### src/rtl/core/cbs_pkg.sv
// ============================================================================
// cbs_pkg - shared constants and types for the cubic Bezier splitter
// Default widths, queue depth, result indexing and the back-end state codes.
// ============================================================================
package cbs_pkg;

    localparam int COORD_BITS_DEF  = 32;
    localparam int T_FRAC_BITS_DEF = 16;
    localparam int QUEUE_DEPTH_DEF = 2;

    localparam int NUM_AXES  = 2;
    localparam int NUM_CTRL  = 4;
    localparam int NUM_LANES = 3;
    localparam int NUM_PTS   = 7;
    localparam int IDX_BITS  = 3;

    localparam logic [IDX_BITS-1:0] IDX_FIRST = 3'd0;
    localparam logic [IDX_BITS-1:0] IDX_LAST  = 3'd6;

    typedef enum logic [1:0] {
        CMP_IDLE,
        CMP_MUL,
        CMP_ADD,
        CMP_DONE
    } cmp_state_t;

    typedef enum logic [1:0] {
        LVL_1,
        LVL_2,
        LVL_3
    } level_t;

endpackage

### src/rtl/core/cbs_fifo.sv
// ============================================================================
// cbs_fifo - short request queue
// Flop-based FIFO between the intake and the compute back end.
// ============================================================================
module cbs_fifo #(
    parameter int WIDTH = 8,
    parameter int DEPTH = cbs_pkg::QUEUE_DEPTH_DEF
) (
    input  logic             aclk,
    input  logic             aresetn,
    input  logic             wr_valid,
    output logic             wr_ready,
    input  logic [WIDTH-1:0] wr_data,
    output logic             rd_valid,
    input  logic             rd_ready,
    output logic [WIDTH-1:0] rd_data
);

    localparam int PTR_W = (DEPTH > 1) ? $clog2(DEPTH) : 1;
    localparam int CNT_W = $clog2(DEPTH + 1);
    localparam logic [PTR_W-1:0] PTR_MAX = PTR_W'(DEPTH - 1);
    localparam logic [CNT_W-1:0] CNT_MAX = CNT_W'(DEPTH);

    logic [WIDTH-1:0] mem_reg [DEPTH];
    logic [PTR_W-1:0] wr_ptr_reg, wr_ptr_next;
    logic [PTR_W-1:0] rd_ptr_reg, rd_ptr_next;
    logic [CNT_W-1:0] cnt_reg, cnt_next;
    logic             push, pop;

    assign wr_ready = (cnt_reg != CNT_MAX);
    assign rd_valid = (cnt_reg != '0);
    assign push     = wr_valid && wr_ready;
    assign pop      = rd_valid && rd_ready;
    assign rd_data  = mem_reg[rd_ptr_reg];

    always_comb begin
        wr_ptr_next = wr_ptr_reg;
        rd_ptr_next = rd_ptr_reg;
        cnt_next    = cnt_reg;
        if (push) begin
            wr_ptr_next = (wr_ptr_reg == PTR_MAX) ? '0 : wr_ptr_reg + 1'b1;
        end
        if (pop) begin
            rd_ptr_next = (rd_ptr_reg == PTR_MAX) ? '0 : rd_ptr_reg + 1'b1;
        end
        if (push && !pop) begin
            cnt_next = cnt_reg + 1'b1;
        end else if (pop && !push) begin
            cnt_next = cnt_reg - 1'b1;
        end
    end

    always_ff @(posedge aclk) begin
        if (!aresetn) begin
            wr_ptr_reg <= '0;
            rd_ptr_reg <= '0;
            cnt_reg    <= '0;
        end else begin
            wr_ptr_reg <= wr_ptr_next;
            rd_ptr_reg <= rd_ptr_next;
            cnt_reg    <= cnt_next;
        end
    end

    always_ff @(posedge aclk) begin
        if (push) begin
            mem_reg[wr_ptr_reg] <= wr_data;
        end
    end

endmodule

### config.mk
export PLATFORM = sky130hd
export DESIGN_NAME = cbs_fifo
export DESIGN_NICKNAME = d
export VERILOG_FILES = /design/src/rtl/core/cbs_pkg.sv /design/src/rtl/core/cbs_fifo.sv
export SDC_FILE = /design/constraint.sdc
export NUM_CORES = 1
export LEC_CHECK = 0
export ABC_CLOCK_PERIOD_IN_PS = 3950
export BUFFER_PORTS_ARGS = -buffer_cell sky130_fd_sc_hd__buf_2
export CAP_MARGIN = 20
export CORE_MARGIN = 2
export CORE_UTILIZATION = 50
export CTS_BUF_LIST = sky130_fd_sc_hd__clkbuf_8 sky130_fd_sc_hd__clkbuf_16
export DETAILED_ROUTE_END_ITERATION = 10
export PLACE_DENSITY = 0.89
export SYNTH_ARGS = -nofsm -noshare
export SYNTH_HDL_FRONTEND = slang
export SYNTH_SLANG_ARGS = --single-unit
export TNS_END_PERCENT = 100
### constraint.sdc
create_clock -name aclk -period 3.95 [get_ports aclk]
set_clock_uncertainty 0.1 [all_clocks]
set_input_delay 0.79 -clock aclk [delete_from_list [all_inputs] [get_ports aclk]]
set_output_delay 0.79 -clock aclk [all_outputs]
set_load 0.01 [all_outputs]
==> impl_results.md <==
* Final Hold Violating Endpoints at 0
* Path type of the worst min-delay path: flop to flop
* Worst Tran Pin Value at 393.2 ps
* Die height at 44.24 µm
* Clock transition at path regs at 70 ps
* Post-Route Utilization at 64.70%
* WHS at 418.4 ps
* Avg Cell Area, Syn at 16.19 µm²
* Layout cells sized above 1 at 47.30%
* Post-CTS sizing at 0
* Mapped Area at 809.5 µm²
* Worst Path Required at 3060 ps
* Nature of the critical path endpoint: output pin
* WS Path Type: flop to output pin
* Max_slew headroom at 73.78%
* IO Port Bufs at 21
* Die Width at 44.24 µm
* Setup TNS Final at 0 ps
* Clk Latency, worst-skew pair at 240 ps
* Post-CTS Setup Repair Bufs at 0
* Core box area at 1506 µm²
* Achievable Freq at 460.8 MHz
* Max cap viols at 0
* Number of synthesized register bits at 21
* Initial antenna violation count at 0
* N_diodes at 0
* Total GRT Usage at 13.80%
* Max reg flops at 16
* TritonCTS Buffers at 3
* Clk buf depth at 2
* CP max FO at 8
* Nets at 88
* Period Utilization, post-route at 54.94%
* Vias at 457
* First-pass GRT wire length at 1.918 mm
* Final ANT Viol Nets at 0
* Post-synth top area share at 59.35%
* Initial Utilization at 53.74%
* DRC at 0
* Largest net degree at the start of global routing at 12
* Total Wirelength at 1.187 mm
* Hold_buf cts at 0
* DR vias/cell at 5.078
* GP Congestion at 0.6468
* Unrepaired setup endpoints after global routing: no
* CTS Sinks at 21
* Synth area leaders: edfxtp_1, dfxtp_1, mux2_2
* Die area at 1957 µm²
* Final Max Slew Viols at 0
* Synthesized instance count at 50
* Critical path launch point type: flop
* # IOs at 22
* Sequential element share of the synthesized area at 71.72%
* Area Growth Syn to Fin at 20.40%
* GR Overflow Total at 0
* Pre-Repair DR Iteration Count at 4
* Synth unique cells at 17
* CTS tree: built
* Placed insts at 86
* Avg WL per Cell at 13.19 µm
* Crit path DAT at 1280 ps
* Power Total at 0.6130 mW
* Number of global-route vias before repair at 477
* Min cycle time layout at 2170 ps
* Clock root cell: clkbuf_8
* Pwr per Cell Area at 628.9 nW/µm²
* H-tree depth at 1
* Outcome: finished, final reports clean
* Final setup fails at 0
* Final Non-Filler Cells at 90
* Syn nets at 63
* Lkg Pwr at 0.3991 nW
* DR iter-0 viols at 2
* FP Rows at 14
* Yosys warning total at 0
* Peak VDD IR at 0.3697 mV
* Leading area contributor after synthesis: edfxtp_1
[critical path, stage by stage, from the launching register on]
cell and delay (ps):
dfxtp_1 520, mux2_2 370, buf_2 140
[cell usage after synthesis]
| master | n |
|---|---|
| a21bo_2 | 1 |
| edfxtp_1 | 16 |
| mux2_2 | 8 |
| and3_1 | 1 |
| nand2b_4 | 1 |
| nand3b_1 | 1 |
| buf_2 | 1 |
| inv_1 | 2 |
| or2_2 | 1 |
| dfxtp_1 | 5 |
| or3_1 | 1 |
| xor2_1 | 3 |
| a21oi_1 | 2 |
| and2_1 | 1 |
| ha_1 | 1 |
| nor2_1 | 3 |
| o21ai_0 | 2 |
[layout by cell type, fill, tap and decap left out, drive strengths merged]
| cell type | Yosys | final |
|---|---|---|
| buf | 1 | 21 |
| nand2b | 1 | 1 |
| xor2 | 3 | 3 |
| a21oi | 2 | 2 |
| a21bo | 1 | 1 |
| o21ai | 2 | 2 |
| and2 | 1 | 1 |
| dfxtp | 5 | 5 |
| and3 | 1 | 1 |
| nor2 | 3 | 3 |
| or3 | 1 | 1 |
| mux2 | 8 | 8 |
| edfxtp | 16 | 16 |
| or2 | 1 | 1 |
| ha | 1 | 1 |
| inv | 2 | 3 |
| clkbuf | 0 | 3 |
| nand3b | 1 | 1 |
[layer usage]
| metal | global-route usage, % | up-vias | part of all wire (%) |
|---|---|---|---|
| met4 | 3.636 | 0 | 0 |
| met5 | 0 | - | 0 |
| met3 | 4.898 | 0 | 7.9 |
| met1 | 14.44 | 212 | 39 |
| met2 | 25.88 | 16 | 53 |
| li1 | - | 229 | - |
[power by group]
group          leakage (nW)  total [mW]  internal [mW]  switching [mW]
sequential            0.191       0.311          0.281          0.0300
clock                0.0269       0.127         0.0688          0.0586
combinational         0.181       0.175         0.0921          0.0828
[layout make-up]
type,instances,area (µm²)
clock inverters,1,3.754
repair buffers,21,105.1
inverters,2,7.507
well taps,16,20.02
fillers,111,531.8
flip-flops and latches,21,580.6
clock buffers,3,41.29
multi-input cells,26,216.5
[path summary, 6_finish.rpt]
kind         slack (ps)  depth (start not counted)          to        from
max                1780                          2  rd_data[7]        flop
min                 420                          2  rd_ptr_reg  rd_ptr_reg
max reg2reg        2260                          5  cnt_reg[1]  cnt_reg[0]
min reg2reg         420                          2  rd_ptr_reg  rd_ptr_reg
[cell families (layout without fill, tap and decap cells)]
family,count (synthesis),count (layout),share of synthesized area [%]
flip-flops,21,21,71.72
buffers and inverters,3,27,1.545
XOR/XNOR,3,3,3.246
AND/OR/NAND/NOR,9,9,7.112
multiplexers,8,8,11.13
adder cells (fa/ha/maj),1,1,1.545
AO/OA/AOI/OAI,5,5,3.710
[per-stage QoR]
step                cell area (µm²)  setup slack [ps]
global route                  974.7              1708
global placement              929.6              1949
CTS                           974.7              1760
floorplan                     809.5              2061
finish                        974.7              1780
detailed placement            929.6              1900
(Power assumes the default switching activity.)
