--- config.mk ---
export PLATFORM = sky130hd
export DESIGN_NAME = cbs_front
export DESIGN_NICKNAME = d
export VERILOG_FILES = /design/src/rtl/core/cbs_pkg.sv /design/src/rtl/core/cbs_front.sv
export SDC_FILE = /design/constraint.sdc
export NUM_CORES = 1
export LEC_CHECK = 0
export BUFFER_PORTS_ARGS = -buffer_cell sky130_fd_sc_hd__buf_4
export CAP_MARGIN = 0
export CELL_PAD_IN_SITES_DETAIL_PLACEMENT = 0
export CELL_PAD_IN_SITES_GLOBAL_PLACEMENT = 1
export CORE_AREA = 4 4 215 217
export DETAILED_ROUTE_END_ITERATION = 6
export DIE_AREA = 0 0 219 221
export MAX_ROUTING_LAYER = met4
export PLACE_DENSITY = 0.6
export SYNTH_ARGS = -nofsm -noshare
export SYNTH_HDL_FRONTEND = slang
export SYNTH_SLANG_ARGS = --single-unit
export TNS_END_PERCENT = 10
--- constraint.sdc ---
create_clock -name aclk -period 10.94 [get_ports aclk]
set_input_delay 1.641 -clock aclk [delete_from_list [all_inputs] [get_ports aclk]]
set_output_delay 1.641 -clock aclk [all_outputs]
set_load 0.03 [all_outputs]
--- src/rtl/core/cbs_pkg.sv ---
// ============================================================================
// cbs_pkg - shared constants and types for the cubic Bezier splitter
// Default widths, queue depth, result indexing and the back-end state codes.
// ============================================================================
package cbs_pkg;

    localparam int COORD_BITS_DEF  = 32;
    localparam int T_FRAC_BITS_DEF = 16;
    localparam int QUEUE_DEPTH_DEF = 2;

    localparam int NUM_AXES  = 2;
    localparam int NUM_CTRL  = 4;
    localparam int NUM_LANES = 3;
    localparam int NUM_PTS   = 7;
    localparam int IDX_BITS  = 3;

    localparam logic [IDX_BITS-1:0] IDX_FIRST = 3'd0;
    localparam logic [IDX_BITS-1:0] IDX_LAST  = 3'd6;

    typedef enum logic [1:0] {
        CMP_IDLE,
        CMP_MUL,
        CMP_ADD,
        CMP_DONE
    } cmp_state_t;

    typedef enum logic [1:0] {
        LVL_1,
        LVL_2,
        LVL_3
    } level_t;

endpackage

--- src/rtl/core/cbs_front.sv ---
// ============================================================================
// cbs_front - request intake
// Registers one request, clamps t to 1.0 and flags the exact one-half split.
// ============================================================================
module cbs_front #(
    parameter int COORD_BITS  = cbs_pkg::COORD_BITS_DEF,
    parameter int T_FRAC_BITS = cbs_pkg::T_FRAC_BITS_DEF,
    parameter int QW          = 8 * COORD_BITS + T_FRAC_BITS + 2
) (
    input  logic                          aclk,
    input  logic                          aresetn,
    input  logic                          s_valid,
    output logic                          s_ready,
    input  logic signed [COORD_BITS-1:0]  s_p0_x,
    input  logic signed [COORD_BITS-1:0]  s_p0_y,
    input  logic signed [COORD_BITS-1:0]  s_p1_x,
    input  logic signed [COORD_BITS-1:0]  s_p1_y,
    input  logic signed [COORD_BITS-1:0]  s_p2_x,
    input  logic signed [COORD_BITS-1:0]  s_p2_y,
    input  logic signed [COORD_BITS-1:0]  s_p3_x,
    input  logic signed [COORD_BITS-1:0]  s_p3_y,
    input  logic        [T_FRAC_BITS:0]   s_split_t,
    output logic                          q_valid,
    input  logic                          q_ready,
    output logic        [QW-1:0]          q_data
);

    localparam logic [T_FRAC_BITS:0] T_ONE  = {1'b1, {T_FRAC_BITS{1'b0}}};
    localparam logic [T_FRAC_BITS:0] T_HALF = {2'b01, {(T_FRAC_BITS-1){1'b0}}};

    logic                        valid_reg, valid_next;
    logic [8*COORD_BITS-1:0]     pts_reg;
    logic [T_FRAC_BITS:0]        t_reg;
    logic                        half_reg;
    logic [T_FRAC_BITS:0]        t_sat;
    logic                        s_fire;

    assign s_ready = !valid_reg || q_ready;
    assign s_fire  = s_valid && s_ready;

    assign t_sat = (s_split_t[T_FRAC_BITS] && (|s_split_t[T_FRAC_BITS-1:0]))
                   ? T_ONE : s_split_t;

    always_comb begin
        valid_next = valid_reg;
        if (s_fire) begin
            valid_next = 1'b1;
        end else if (q_ready) begin
            valid_next = 1'b0;
        end
    end

    always_ff @(posedge aclk) begin
        if (!aresetn) begin
            valid_reg <= 1'b0;
        end else begin
            valid_reg <= valid_next;
        end
    end

    always_ff @(posedge aclk) begin
        if (s_fire) begin
            pts_reg  <= {s_p3_y, s_p3_x, s_p2_y, s_p2_x, s_p1_y, s_p1_x, s_p0_y, s_p0_x};
            t_reg    <= t_sat;
            half_reg <= (t_sat == T_HALF);
        end
    end

    assign q_valid = valid_reg;
    assign q_data  = {half_reg, t_reg, pts_reg};

endmodule

==> results.json <==
{
  "num_io_pins": 553,
  "synth_ff_type": "edfxtp_1",
  "core_area_um2": 44100,
  "seq_area_frac_synth": 0.969,
  "grt_max_degree": 84,
  "clkPwrFrac": 0.376,
  "sw_frac_of_total": 0.243,
  "synth_top_area_cell": "edfxtp_1",
  "syn-mean-instance-area_um2": 27.8,
  "syn-num-nets": 583,
  "rsz0062_at_grt": "false",
  "crit_arrival_ns": 4.33,
  "nNetsFinal": 1168,
  "setup_violations": 0,
  "hold_buffers": 0,
  "syn-instance-count": 306,
  "synthArstFlopShare": 0,
  "clock-sinks": 275,
  "grtUsageTotal": 0.107,
  "final_cell_area_um2": 14300,
  "drv_cap": 0,
  "io_buffers": 552,
  "fmax_ghz": 0.241,
  "seqPwrFrac": 0.494,
  "cp_max_fo": 83,
  "hold_class": "flop to flop",
  "power_switching_uw": 617,
  "grt_first_pass_wirelength_mm": 37.3,
  "worstMarginPinSlew_ns": 1.06,
  "max-slew-margin-rel": 0.294,
  "yosys-top-cells-count": "edfxtp_1 (274), nor2b_1 (15), nor4_4 (3)",
  "intPower_uw": 1920,
  "synth_edf_count": 274,
  "num_vias": 5327,
  "wl_per_cell_um": 17.9,
  "status": "complete, no violations",
  "dr.pass1.iters": 4,
  "skew_ns": 0.0272,
  "end_kind": "flop",
  "slew_viol_final": 0,
  "netlist-cell-type-count": 16,
  "synth_area_leaders": "edfxtp_1 (97%), nor2b_1 (1.1%), nor4_4 (0.75%)",
  "drcViolationCount": 0,
  "vdd_drop_max_mv": 0.138,
  "syn_area_um2": 8510,
  "row_count": 77,
  "finalPower_uw": 2540,
  "synth.ff_latch_count": 275,
  "dpl_worst_slack_ns": 6.15,
  "n_antenna_cell": 0,
  "period_share": 0.380,
  "n_fill_cell": 4339,
  "p_comb_frac": 0.130,
  "hold_viol_final": 0,
  "placed_cells": 1451,
  "setup-tns-final_ns": 0,
  "stdcell_count": 1504,
  "hpwl_mm": 21.1,
  "yosys_warnings": 0,
  "postCtsSetupBuffers": 0,
  "gp_congestion": 0.760,
  "p_leak_uw": 0.00584,
  "numCtsBuffers": 30,
  "finalCriticalPeriod_ns": 4.15,
  "grt.overflow.total": 0,
  "synth_most_common_cell": "edfxtp_1",
  "dieArea_um2": 48400,
  "viasPerCell": 3.54,
  "ctsResizeCount": 0,
  "critPathLaunchType": "input port",
  "clk_pin_slew_ns": 0.05,
  "drive_above_1_share": 0.658,
  "crit_type": "input port to flop",
  "area_delta_synth_final_pct": 68.4,
  "drt_iter0_markers": 283,
  "cts_tree": "yes",
  "cts_root_buf": "clkbuf_16",
  "setup_slack_ns": 6.79,
  "synth_top_cell_area_share": 0.967,
  "htreeDepth": 1,
  "cts_buffer_depth": 3,
  "drt_wl_total_mm": 26.9,
  "p_per_area_nw_per_um2": 177,
  "antenna_found_initial": 0,
  "die_width_um": 219,
  "largest_reg_flops": 256,
  "place_area_um2": 13400,
  "die_h_um": 221,
  "postRouteAntennaNets": 0,
  "initial_core_util": 0.193,
  "cp.required_ns": 11.12,
  "grt_pass1_vias": 5747,
  "clk_latency_ns": 0.58
}
## area by class of cell
| cell class | count | area (um^2) | share of cell area |
|---|---|---|---|
| Sequential cell | 275 | 8250 | 0.575 |
| Timing Repair Buffer | 555 | 4170 | 0.291 |
| Clock buffer | 38 | 781 | 0.0545 |
| Tap cell | 592 | 741 | 0.0517 |
| Multi-Input combinational cell | 27 | 248 | 0.0173 |
| Clock inverter | 15 | 146 | 0.0102 |
| Inverter | 2 | 7.51 | 0.000524 |
## logic make-up after synthesis
logic type | after synthesis | synth area share
buf+inv | 4 | 0.00221
flops | 275 | 0.969
simple gates | 25 | 0.0247
compound gates | 2 | 0.00412
## critical path, cell delays in order
cell and delay, ns:
buf_4 0.07, nand2b_1 0.14, and2_4 0.72, buf_4 0.70, buf_4 0.92
## layer usage
metal  wire length [um]  global-route usage  vias to the layer above
met1               9150               0.108                     2567
met4                752              0.0306                        0
met5                  0                   -                        -
met3               3050              0.0461                       42
met2              14000               0.187                      315
li1                   -                   -                     2403
## through the flow
stage,hold slack (ns),util
2_1_floorplan,0.885,-
3_3_place_gp,0.544,0.304
3_5_place_dp,0.565,0.304
4_1_cts,0.581,0.325
5_1_grt,0.623,0.325
6_report,0.579,0.325
## final timing paths
check | startpoint | to | slack [ns] | cells past startpoint
worst max register to register | q_valid | pts_reg[120] | 7.62 | 4
worst min register to register | q_valid | q_valid | 0.58 | 2
worst min-delay path | q_valid | q_valid | 0.58 | 2
worst max-delay path | q_ready | pts_reg[120] | 6.79 | 5
## cell usage in the layout (no fill, tap or decap), types with 2 or more instances in the layout
| cell | count |
|---|---|
| inv_1 | 2 |
| clkinv_2 | 3 |
| bufinv_16 | 2 |
| nor2b_1 | 15 |
| nor4_4 | 3 |
| buf_4 | 555 |
| edfxtp_1 | 274 |
| clkinvlp_4 | 2 |
| clkbuf_16 | 30 |
| clkinv_1 | 7 |
| clkbuf_1 | 8 |
## power by group through the flow
stage               Clock (uW)  Combinational (uW)  Sequential (uW)
global route              1050                 346             1260
finish                     954                 329             1250
detailed placement           0                 335             1280
CTS                       1000                 335             1260
floorplan                    0                23.4             1410
global placement             0                 332             1280
(Power assumes the default switching activity.)
